### src/rtl/wfa_pkg.sv
package wfa_pkg;

  // Default sizing of the block table
  localparam int MAX_BLOCKS_DEF = 16;
  localparam int SIZE_BITS_DEF  = 16;

  // Fixed field widths of the channels
  localparam int IDX_FIELD_W  = 4;
  localparam int SIZE_FIELD_W = 16;
  localparam int FRAG_FIELD_W = 16;
  localparam int SUM_W        = 20;
  localparam int BC_W         = 5;

  localparam logic [SUM_W-1:0] SUM_MAX = {SUM_W{1'b1}};

  // Configuration port
  localparam int CFG_DATA_W = 32;
  localparam int CFG_ADDR_W = 3;
  localparam logic REG_BLOCK_COUNT = 1'b0;  // word index of block_count

  // Command codes
  localparam logic CMD_LOAD    = 1'b0;
  localparam logic CMD_REQUEST = 1'b1;

  typedef enum logic [1:0] {
    ST_IDLE,
    ST_SCAN,
    ST_COMMIT
  } wfa_state_t;

  // Commands from the controller to the datapath
  typedef struct packed {
    logic load;
    logic start;
    logic scan;
    logic commit;
  } wfa_cmd_t;

endpackage

### src/rtl/wfa_if.sv
interface wfa_in_if;
  import wfa_pkg::*;
  logic                    valid;
  logic                    ready;
  logic                    command;
  logic [IDX_FIELD_W-1:0]  block_index;
  logic [SIZE_FIELD_W-1:0] size_value;

  modport source(output valid, command, block_index, size_value, input ready);
  modport sink(input valid, command, block_index, size_value, output ready);
endinterface

interface wfa_out_if;
  import wfa_pkg::*;
  logic                    valid;
  logic                    ready;
  logic                    granted;
  logic [IDX_FIELD_W-1:0]  chosen_block;
  logic [FRAG_FIELD_W-1:0] fragment;
  logic [SUM_W-1:0]        total_fragment;

  modport source(output valid, granted, chosen_block, fragment, total_fragment,
                 input ready);
  modport sink(input valid, granted, chosen_block, fragment, total_fragment,
               output ready);
endinterface

### src/rtl/wfa_ram.sv
module wfa_ram #(
  parameter int WIDTH = 16,
  parameter int DEPTH = 16
) (
  input  logic                                    clk,
  input  logic                                    we,
  input  logic [((DEPTH > 1) ? $clog2(DEPTH) : 1)-1:0] waddr,
  input  logic [WIDTH-1:0]                        wdata,
  input  logic [((DEPTH > 1) ? $clog2(DEPTH) : 1)-1:0] raddr,
  output logic [WIDTH-1:0]                        rdata
);

  logic [WIDTH-1:0] mem [DEPTH];
  logic [WIDTH-1:0] rdata_r;

  // One write port, one registered read port
  always_ff @(posedge clk) begin
    if (we) begin
      mem[waddr] <= wdata;
    end
    rdata_r <= mem[raddr];
  end

  assign rdata = rdata_r;

endmodule

### src/rtl/wfa_ctrl.sv
module wfa_ctrl (
  input  logic              clk,
  input  logic              rst_n,
  input  logic              in_valid,
  input  logic              in_command,
  output logic              in_ready,
  output logic              out_valid,
  input  logic              out_ready,
  input  logic              scan_done,
  output wfa_pkg::wfa_cmd_t cmd
);
  import wfa_pkg::*;

  wfa_state_t state_r, state_nxt;
  logic       out_valid_r, out_valid_nxt;
  logic       in_fire;
  logic       out_free;

  assign in_fire  = in_valid && in_ready;
  assign out_free = !out_valid_r || out_ready;

  // Next state
  always_comb begin
    state_nxt = state_r;
    case (state_r)
      ST_IDLE: begin
        if (in_fire && (in_command == CMD_REQUEST)) begin
          state_nxt = ST_SCAN;
        end
      end
      ST_SCAN: begin
        if (scan_done) begin
          state_nxt = ST_COMMIT;
        end
      end
      ST_COMMIT: begin
        if (out_free) begin
          state_nxt = ST_IDLE;
        end
      end
      default: state_nxt = ST_IDLE;
    endcase
  end

  // Outputs and datapath commands
  always_comb begin
    in_ready   = 1'b0;
    cmd        = '0;
    case (state_r)
      ST_IDLE: begin
        in_ready  = 1'b1;
        cmd.load  = in_valid && (in_command == CMD_LOAD);
        cmd.start = in_valid && (in_command == CMD_REQUEST);
      end
      ST_SCAN: begin
        cmd.scan = 1'b1;
      end
      ST_COMMIT: begin
        cmd.commit = out_free;
      end
      default: begin
        in_ready = 1'b0;
      end
    endcase
  end

  // The result register is full from commit until the transaction completes
  always_comb begin
    out_valid_nxt = out_valid_r;
    if (cmd.commit) begin
      out_valid_nxt = 1'b1;
    end else if (out_ready) begin
      out_valid_nxt = 1'b0;
    end
  end

  always_ff @(posedge clk) begin
    if (!rst_n) begin
      state_r     <= ST_IDLE;
      out_valid_r <= 1'b0;
    end else begin
      state_r     <= state_nxt;
      out_valid_r <= out_valid_nxt;
    end
  end

  assign out_valid = out_valid_r;

endmodule

### src/rtl/wfa_datapath.sv
module wfa_datapath #(
  parameter int MAX_BLOCKS = wfa_pkg::MAX_BLOCKS_DEF,
  parameter int SIZE_BITS  = wfa_pkg::SIZE_BITS_DEF
) (
  input  logic                             clk,
  input  logic                             rst_n,
  input  wfa_pkg::wfa_cmd_t                cmd,
  input  logic [wfa_pkg::IDX_FIELD_W-1:0]  in_block_index,
  input  logic [wfa_pkg::SIZE_FIELD_W-1:0] in_size_value,
  input  logic [wfa_pkg::BC_W-1:0]         block_count,
  output logic                             scan_done,
  output logic                             out_granted,
  output logic [wfa_pkg::IDX_FIELD_W-1:0]  out_chosen_block,
  output logic [wfa_pkg::FRAG_FIELD_W-1:0] out_fragment,
  output logic [wfa_pkg::SUM_W-1:0]        out_total_fragment
);
  import wfa_pkg::*;

  localparam int IDX_W = (MAX_BLOCKS > 1) ? $clog2(MAX_BLOCKS) : 1;
  localparam int CNT_W = $clog2(MAX_BLOCKS + 1);
  localparam int ADD_W = ((SIZE_BITS > SUM_W) ? SIZE_BITS : SUM_W) + 1;

  logic [SIZE_BITS-1:0]  req_size_r;
  logic [CNT_W-1:0]      lim_r;
  logic [CNT_W-1:0]      scan_idx_r;
  logic                  rd_pend_r;
  logic [IDX_W-1:0]      rd_idx_r;
  logic                  found_r;
  logic [IDX_W-1:0]      best_idx_r;
  logic [SIZE_BITS-1:0]  best_size_r;
  logic [MAX_BLOCKS-1:0] marks_r;
  logic [SUM_W-1:0]      sum_r;

  logic                  load_ok;
  logic [IDX_W-1:0]      load_idx;
  logic [SIZE_BITS-1:0]  in_size;
  logic [CNT_W-1:0]      lim;
  logic                  issue;
  logic [SIZE_BITS-1:0]  rd_size;
  logic                  candidate;
  logic [SIZE_BITS-1:0]  frag;
  logic [ADD_W-1:0]      sum_ext;
  logic [SUM_W-1:0]      sum_nxt;

  // Load decode; indexes beyond the table are dropped
  assign load_ok  = cmd.load && (32'(in_block_index) < 32'(MAX_BLOCKS));
  assign load_idx = IDX_W'(in_block_index);
  assign in_size  = SIZE_BITS'(in_size_value);

  // Scan limit, clipped to the table depth
  assign lim = (32'(block_count) > 32'(MAX_BLOCKS)) ? CNT_W'(MAX_BLOCKS)
                                                     : CNT_W'(block_count);

  assign issue     = cmd.scan && (scan_idx_r != lim_r);
  assign scan_done = (scan_idx_r == lim_r) && !rd_pend_r;

  // Block size table
  wfa_ram #(
    .WIDTH (SIZE_BITS),
    .DEPTH (MAX_BLOCKS)
  ) u_size_ram (
    .clk   (clk),
    .we    (load_ok),
    .waddr (load_idx),
    .wdata (in_size),
    .raddr (scan_idx_r[IDX_W-1:0]),
    .rdata (rd_size)
  );

  // Compare stage: a free block that fits and is strictly larger replaces the best
  assign candidate = rd_pend_r && !marks_r[rd_idx_r] && (rd_size >= req_size_r) &&
                     (!found_r || (rd_size > best_size_r));

  // Fragment and saturating running total
  assign frag    = best_size_r - req_size_r;
  assign sum_ext = ADD_W'(sum_r) + ADD_W'(frag);
  assign sum_nxt = (sum_ext > ADD_W'(SUM_MAX)) ? SUM_MAX : SUM_W'(sum_ext);

  // Scan control state
  always_ff @(posedge clk) begin
    if (!rst_n) begin
      scan_idx_r <= '0;
      lim_r      <= '0;
      rd_pend_r  <= 1'b0;
      found_r    <= 1'b0;
    end else if (cmd.start) begin
      scan_idx_r <= '0;
      lim_r      <= lim;
      rd_pend_r  <= 1'b0;
      found_r    <= 1'b0;
    end else begin
      rd_pend_r <= issue;
      if (issue) begin
        scan_idx_r <= scan_idx_r + 1'b1;
      end
      if (candidate) begin
        found_r <= 1'b1;
      end
    end
  end

  // Scan payload
  always_ff @(posedge clk) begin
    if (cmd.start) begin
      req_size_r <= in_size;
    end
    if (issue) begin
      rd_idx_r <= scan_idx_r[IDX_W-1:0];
    end
    if (candidate) begin
      best_idx_r  <= rd_idx_r;
      best_size_r <= rd_size;
    end
  end

  // Allocation marks and fragment total
  always_ff @(posedge clk) begin
    if (!rst_n) begin
      marks_r <= '0;
      sum_r   <= '0;
    end else begin
      if (load_ok) begin
        marks_r[load_idx] <= 1'b0;
      end
      if (cmd.commit && found_r) begin
        marks_r[best_idx_r] <= 1'b1;
        sum_r               <= sum_nxt;
      end
    end
  end

  // Result register
  always_ff @(posedge clk) begin
    if (cmd.commit) begin
      out_granted        <= found_r;
      out_chosen_block   <= found_r ? IDX_FIELD_W'(best_idx_r) : '0;
      out_fragment       <= found_r ? FRAG_FIELD_W'(frag) : '0;
      out_total_fragment <= found_r ? sum_nxt : sum_r;
    end
  end

endmodule

### src/rtl/worst_fit_block_allocator_top.sv
// Channel   Direction  Contents
// in_ch     sink       command, block_index, size_value
// out_ch    source     granted, chosen_block, fragment, total_fragment
// cfg_*     APB slave  block_count at byte address 0
//
// A load transaction gives no result.
// A request keeps the input closed until its commit. It makes N table reads, where
// N = min(block_count, MAX_BLOCKS): one table read per cycle through the single
// read port of the size memory, then a final compare, a scan-end step and a commit.
// With N zero there are no reads and nothing to compare.
// Reset is synchronous and active low; it clears the allocation marks and the
// fragment total, while the size table keeps whatever it held.
// A result waiting in the output register does not stop loads; a request holds
// at commit until that result has been taken.
module worst_fit_block_allocator_top #(
  parameter int MAX_BLOCKS = wfa_pkg::MAX_BLOCKS_DEF,
  parameter int SIZE_BITS  = wfa_pkg::SIZE_BITS_DEF
) (
  input  logic                           clk,
  input  logic                           rst_n,
  wfa_in_if.sink                         in_ch,
  wfa_out_if.source                      out_ch,
  input  logic                           cfg_psel,
  input  logic                           cfg_penable,
  input  logic                           cfg_pwrite,
  input  logic [wfa_pkg::CFG_ADDR_W-1:0] cfg_paddr,
  input  logic [wfa_pkg::CFG_DATA_W-1:0] cfg_pwdata,
  output logic [wfa_pkg::CFG_DATA_W-1:0] cfg_prdata,
  output logic                           cfg_pready
);
  import wfa_pkg::*;

  logic [BC_W-1:0] block_count_r;
  logic            cfg_sel_bc;
  wfa_cmd_t        cmd;
  logic            scan_done;

  // Configuration register
  assign cfg_pready = 1'b1;
  assign cfg_sel_bc = (cfg_paddr[2] == REG_BLOCK_COUNT);

  always_ff @(posedge clk) begin
    if (!rst_n) begin
      block_count_r <= '0;
    end else if (cfg_psel && cfg_penable && cfg_pwrite && cfg_sel_bc) begin
      block_count_r <= cfg_pwdata[BC_W-1:0];
    end
  end

  assign cfg_prdata = cfg_sel_bc ? CFG_DATA_W'(block_count_r) : '0;

  // Sequencer
  wfa_ctrl u_ctrl (
    .clk        (clk),
    .rst_n      (rst_n),
    .in_valid   (in_ch.valid),
    .in_command (in_ch.command),
    .in_ready   (in_ch.ready),
    .out_valid  (out_ch.valid),
    .out_ready  (out_ch.ready),
    .scan_done  (scan_done),
    .cmd        (cmd)
  );

  // Table, scan and result datapath
  wfa_datapath #(
    .MAX_BLOCKS (MAX_BLOCKS),
    .SIZE_BITS  (SIZE_BITS)
  ) u_datapath (
    .clk                (clk),
    .rst_n              (rst_n),
    .cmd                (cmd),
    .in_block_index     (in_ch.block_index),
    .in_size_value      (in_ch.size_value),
    .block_count        (block_count_r),
    .scan_done          (scan_done),
    .out_granted        (out_ch.granted),
    .out_chosen_block   (out_ch.chosen_block),
    .out_fragment       (out_ch.fragment),
    .out_total_fragment (out_ch.total_fragment)
  );

endmodule

### src/flat_wrapper.sv
// flat-port wrapper written by rule: the top's interface ports become plain ports
module worst_fit_block_allocator_top_flat import wfa_pkg::*;
#(
  parameter int MAX_BLOCKS = wfa_pkg::MAX_BLOCKS_DEF,
  parameter int SIZE_BITS  = wfa_pkg::SIZE_BITS_DEF
)
  (clk, rst_n, cfg_psel, cfg_penable, cfg_pwrite, cfg_paddr, cfg_pwdata, cfg_prdata, cfg_pready, in_ch_valid, in_ch_command, in_ch_block_index, in_ch_size_value, in_ch_ready, out_ch_valid, out_ch_granted, out_ch_chosen_block, out_ch_fragment, out_ch_total_fragment, out_ch_ready);
  wfa_in_if in_ch_i ();
  wfa_out_if out_ch_i ();
  input  logic clk;
  input  logic rst_n;
  input  logic cfg_psel;
  input  logic cfg_penable;
  input  logic cfg_pwrite;
  input  logic [wfa_pkg::CFG_ADDR_W-1:0] cfg_paddr;
  input  logic [wfa_pkg::CFG_DATA_W-1:0] cfg_pwdata;
  output logic [wfa_pkg::CFG_DATA_W-1:0] cfg_prdata;
  output logic cfg_pready;
  input wire logic [$bits(in_ch_i.valid)-1:0] in_ch_valid;
  input wire logic [$bits(in_ch_i.command)-1:0] in_ch_command;
  input wire logic [$bits(in_ch_i.block_index)-1:0] in_ch_block_index;
  input wire logic [$bits(in_ch_i.size_value)-1:0] in_ch_size_value;
  output wire logic [$bits(in_ch_i.ready)-1:0] in_ch_ready;
  output wire logic [$bits(out_ch_i.valid)-1:0] out_ch_valid;
  output wire logic [$bits(out_ch_i.granted)-1:0] out_ch_granted;
  output wire logic [$bits(out_ch_i.chosen_block)-1:0] out_ch_chosen_block;
  output wire logic [$bits(out_ch_i.fragment)-1:0] out_ch_fragment;
  output wire logic [$bits(out_ch_i.total_fragment)-1:0] out_ch_total_fragment;
  input wire logic [$bits(out_ch_i.ready)-1:0] out_ch_ready;
  assign in_ch_i.valid = in_ch_valid;
  assign in_ch_i.command = in_ch_command;
  assign in_ch_i.block_index = in_ch_block_index;
  assign in_ch_i.size_value = in_ch_size_value;
  assign in_ch_ready = in_ch_i.ready;
  assign out_ch_valid = out_ch_i.valid;
  assign out_ch_granted = out_ch_i.granted;
  assign out_ch_chosen_block = out_ch_i.chosen_block;
  assign out_ch_fragment = out_ch_i.fragment;
  assign out_ch_total_fragment = out_ch_i.total_fragment;
  assign out_ch_i.ready = out_ch_ready;
  worst_fit_block_allocator_top #(.MAX_BLOCKS(MAX_BLOCKS), .SIZE_BITS(SIZE_BITS)) u_core (.clk(clk), .rst_n(rst_n), .in_ch(in_ch_i), .out_ch(out_ch_i), .cfg_psel(cfg_psel), .cfg_penable(cfg_penable), .cfg_pwrite(cfg_pwrite), .cfg_paddr(cfg_paddr), .cfg_pwdata(cfg_pwdata), .cfg_prdata(cfg_prdata), .cfg_pready(cfg_pready));
endmodule
### config.mk
export PLATFORM = sky130hd
export DESIGN_NAME = worst_fit_block_allocator_top_flat
export DESIGN_NICKNAME = d
export VERILOG_FILES = /design/src/rtl/wfa_pkg.sv /design/src/rtl/wfa_if.sv /design/src/rtl/wfa_ram.sv /design/src/rtl/wfa_ctrl.sv /design/src/rtl/wfa_datapath.sv /design/src/rtl/worst_fit_block_allocator_top.sv /design/src/flat_wrapper.sv
export SDC_FILE = /design/constraint.sdc
export NUM_CORES = 1
export LEC_CHECK = 0
export BUFFER_PORTS_ARGS = -buffer_cell sky130_fd_sc_hd__buf_2
export CAP_MARGIN = 0
export CORE_MARGIN = 1.5
export CORE_UTILIZATION = 25
export DETAILED_ROUTE_END_ITERATION = 7
export PLACE_DENSITY_LB_ADDON = 0.08
export SLEW_MARGIN = 15
export SYNTH_ARGS = -nofsm -noshare
export SYNTH_HDL_FRONTEND = slang
export SYNTH_SLANG_ARGS = --single-unit
export TNS_END_PERCENT = 50
### constraint.sdc
create_clock -name clk -period 3.8 [get_ports clk]
set_input_delay 0.19 -clock clk [delete_from_list [all_inputs] [get_ports clk]]
set_output_delay 0.19 -clock clk [all_outputs]
set_load 0.01 [all_outputs]
==> flow_summary.ini <==
[yosys]
yosys_warnings = 0
synth-async-reset-ratio = 0
synth_seq_cells = 409
syn_avg_cell_area_um2 = 15.2
synth_top_area_share = 0.568
synth_edf_count = 337
netlist.top_cell.by_area = edfxtp_1
synth_seq_area_share = 0.649
synth_cells = 1169
synth_commonest_cells = edfxtp_1, nor2_1, mux4_2
syn_area_mm2 = 0.0178
yosysMostFrequentCell = edfxtp_1
yosysUniqueCellTypes = 72
synthFlopType = edfxtp_1
synth.area.top_cells = edfxtp_1, mux4_2, dfxtp_1

[global_route]
globalRouteOverflowTotal = 0
antenna_found_initial = 3
grt_pass1_wl_um = 70000
grt_util_all_layers = 0.128
grt_start_max_net_pins = 67
grt_pass1_vias = 10800

[layout]
seq_area_mm2 = 0.0116
n_antenna_cell = 0
fin_area_mm2 = 0.0225
multi_input_area_mm2 = 0.00621
fillers = 6943
area_growth_pct = 26.2
layout.nets = 1543
drive_above_1_share = 0.319

[status]
violations = setup timing
outcome = complete, but fails checks

[place]
port_buffers = 81
placed_cell_area_mm2 = 0.0200
gp_congestion = 0.794
hpwl_um = 29200

[drt]
first_iter_violations = 699
via_per_inst = 4.39
final_antenna_net_count = 0
wire_per_inst_um = 19.6
dr.pass1.iters = 4
drcViolationCount = 0
vias = 10500
drt_wl_total_um = 46900

[sta]
final_critical_path_setup_slack_ns = -0.159
period_share = 1.04
slew_violations = 0
max_freq_mhz = 253
maxSlewHeadroom = 0.295
rsz0062_at_grt = yes
clock_skew_ns = 0.0225
post-route-min-period_ns = 3.96
setup_viol = 25
finalHoldViolations = 0
tns_ns = -2.10
worst_slew_pin_slew_ns = 1.05

[die]
dieArea_mm2 = 0.0728
die_x_um = 270
die_height_um = 270
start_util = 0.253
rows = 97
io_pins = 139
core_mm2 = 0.0703

[power]
comb_power_share = 0.047
p_sw_frac = 0.220
vdd_drop_max_mv = 0.314
clock_power_share = 0.470
p_per_area_mw_per_mm2 = 450
seq_power_share = 0.483
leakage_nw = 7.89
power_switching_mw = 2.22
intPower_mw = 7.90
fin_total_pwr_mw = 10.1

[clocking]
clkTransAtPathRegs_ns = 0.06
cts_tree = done
clk_latency_ns = 0.60
cts_root_buf = clkbuf_16
htreeDepth = 2
cts_sinks = 409
cts_made_buffers = 49
cts_buffer_depth = 3

[setup_path]
critPathCaptureType = register
path_class = reg -> reg
required_ns = 4.11
critPathLaunchType = register
arrival_ns = 4.27
crit_path_max_fanout = 3

[job]
cap_violations = 0

[worst_hold_path]
worstHoldPathType = in -> reg
logic make-up after synthesis:
group / share of synthesized area
DFF: 0.649
and+or+nand+nor: 0.0688
AOI/OAI and AO/OA: 0.0725
buffers and inverters: 0.0318
muxes: 0.113
adders and majority gates: 0.0486
xor gates and xnor gates: 0.0157
other: 0.000422
metrics by stage:
stage          worst slack (ns)  hold slack [ns]  cells  utilization
6_report                 -0.159           0.0974   2393        0.320
3_5_place_dp             -0.482            0.431   2256        0.285
4_1_cts                  -0.245           0.0720   2380        0.315
3_3_place_gp             -0.443            0.422   2256        0.285
2_1_floorplan           0.00657            0.289   1195            -
5_1_grt                  -0.361            0.107   2393        0.320
state kept, by name, summed over array words and instances (netlist names), 2 cells and up:
register,count
u_core.u_datapath.u_size_ram.mem,256
u_core.u_datapath.out_total_fragment,20
u_core.u_datapath.sum_r,20
u_core.u_datapath.best_size_r,16
u_core.u_datapath.marks_r,16
u_core.u_datapath.out_fragment,16
u_core.u_datapath.req_size_r,16
u_core.u_datapath.u_size_ram.rdata,16
u_core.block_count_r,5
u_core.u_datapath.lim_r,5
u_core.u_datapath.scan_idx_r,5
u_core.u_datapath.best_idx_r,4
u_core.u_datapath.out_chosen_block,4
u_core.u_datapath.rd_idx_r,4
u_core.u_ctrl.state_r,2
area by class of cell:
| cell class | instances | share of cell area |
|---|---|---|
| multi-input combinational | 673 | 0.276 |
| tap | 940 | 0.0523 |
| inverter | 47 | 0.00785 |
| clock buffer | 63 | 0.0587 |
| timing repair buffer | 232 | 0.0752 |
| sequential | 409 | 0.515 |
| clock inverter | 29 | 0.0147 |
power by group through the flow:
| stage | registers (mW) | logic, mW | clock network (mW) |
|---|---|---|---|
| finish | 4.89 | 0.473 | 4.76 |
| global placement | 4.99 | 0.402 | 0 |
| floorplan | 4.99 | 0.209 | 0 |
| global route | 4.89 | 0.524 | 5.11 |
| CTS | 4.89 | 0.446 | 4.94 |
| detailed placement | 4.99 | 0.403 | 0 |
routing by layer:
| metal | track usage | part of all wire | vias up |
|---|---|---|---|
| met5 | 0 | 0.00021 | - |
| met4 | 0.0368 | 0.022 | 2 |
| met3 | 0.0210 | 0.033 | 74 |
| met2 | 0.215 | 0.49 | 169 |
| met1 | 0.170 | 0.46 | 5329 |
| li1 | - | - | 4931 |
timing repair:
item	4_1_cts	5_1_grt
resized for setup	43	44
endpoints found under the hold margin	267	0
pin swaps	26	22
hold buffers	22	0
buffers inserted	10	14
endpoints found under the setup margin	40	40
cloned	2	0
worst max-delay path, stage by stage (launching register included):
cell and delay (ns):
edfxtp_1 0.40, inv_2 0.09, ha_4 0.13, inv_2 0.03, fa_2 0.34, a211oi_2 0.20
nor2_2 0.08, or4_4 0.46, a211oi_4 0.30, xnor2_2 0.18, ha_4 0.25, o21ai_4 0.13
o21ai_1 0.07, a21o_1 0.21, a21oi_4 0.19, buf_12 0.14, a21oi_4 0.08, nor4_4 0.29
a21oi_1 0.10
worst paths after layout:
path | from | to | slack (ns) | cells after the start
max | u_core.u_datapath.best_size_r[0] | u_core.u_datapath.out_total_fragment[11] | -0.16 | 18
min | rst_n | u_core.u_datapath.sum_r[11] | 0.1 | 3
max reg2reg | u_core.u_datapath.best_size_r[0] | u_core.u_datapath.out_total_fragment[11] | -0.16 | 18
min reg2reg | u_core.u_datapath.u_size_ram.rdata[0] | u_core.u_datapath.best_size_r[0] | 0.45 | 0
cell usage in the layout, fill, tap and decap left out, drive strengths merged, types with 3 or more instances in the layout:
cell type / instances
edfxtp: 337
buf: 210
nor2: 87
a21oi: 86
mux4: 85
dfxtp: 72
ha: 66
clkbuf: 63
o21ai: 53
inv: 48
nand2: 37
conb: 28
dlygate4sd3: 22
and2: 21
clkinv: 21
xnor2: 19
nand2b: 17
nor2b: 16
nand4: 14
o21a: 14
a21o: 13
xor2: 13
nor3: 11
a211oi: 10
nand3: 7
mux2i: 7
nor3b: 7
and3: 6
a31oi: 6
nand3b: 5
bufinv: 5
a211o: 5
or3: 4
nand4b: 3
o211ai: 3
Power figures use the tool's default switching activity.
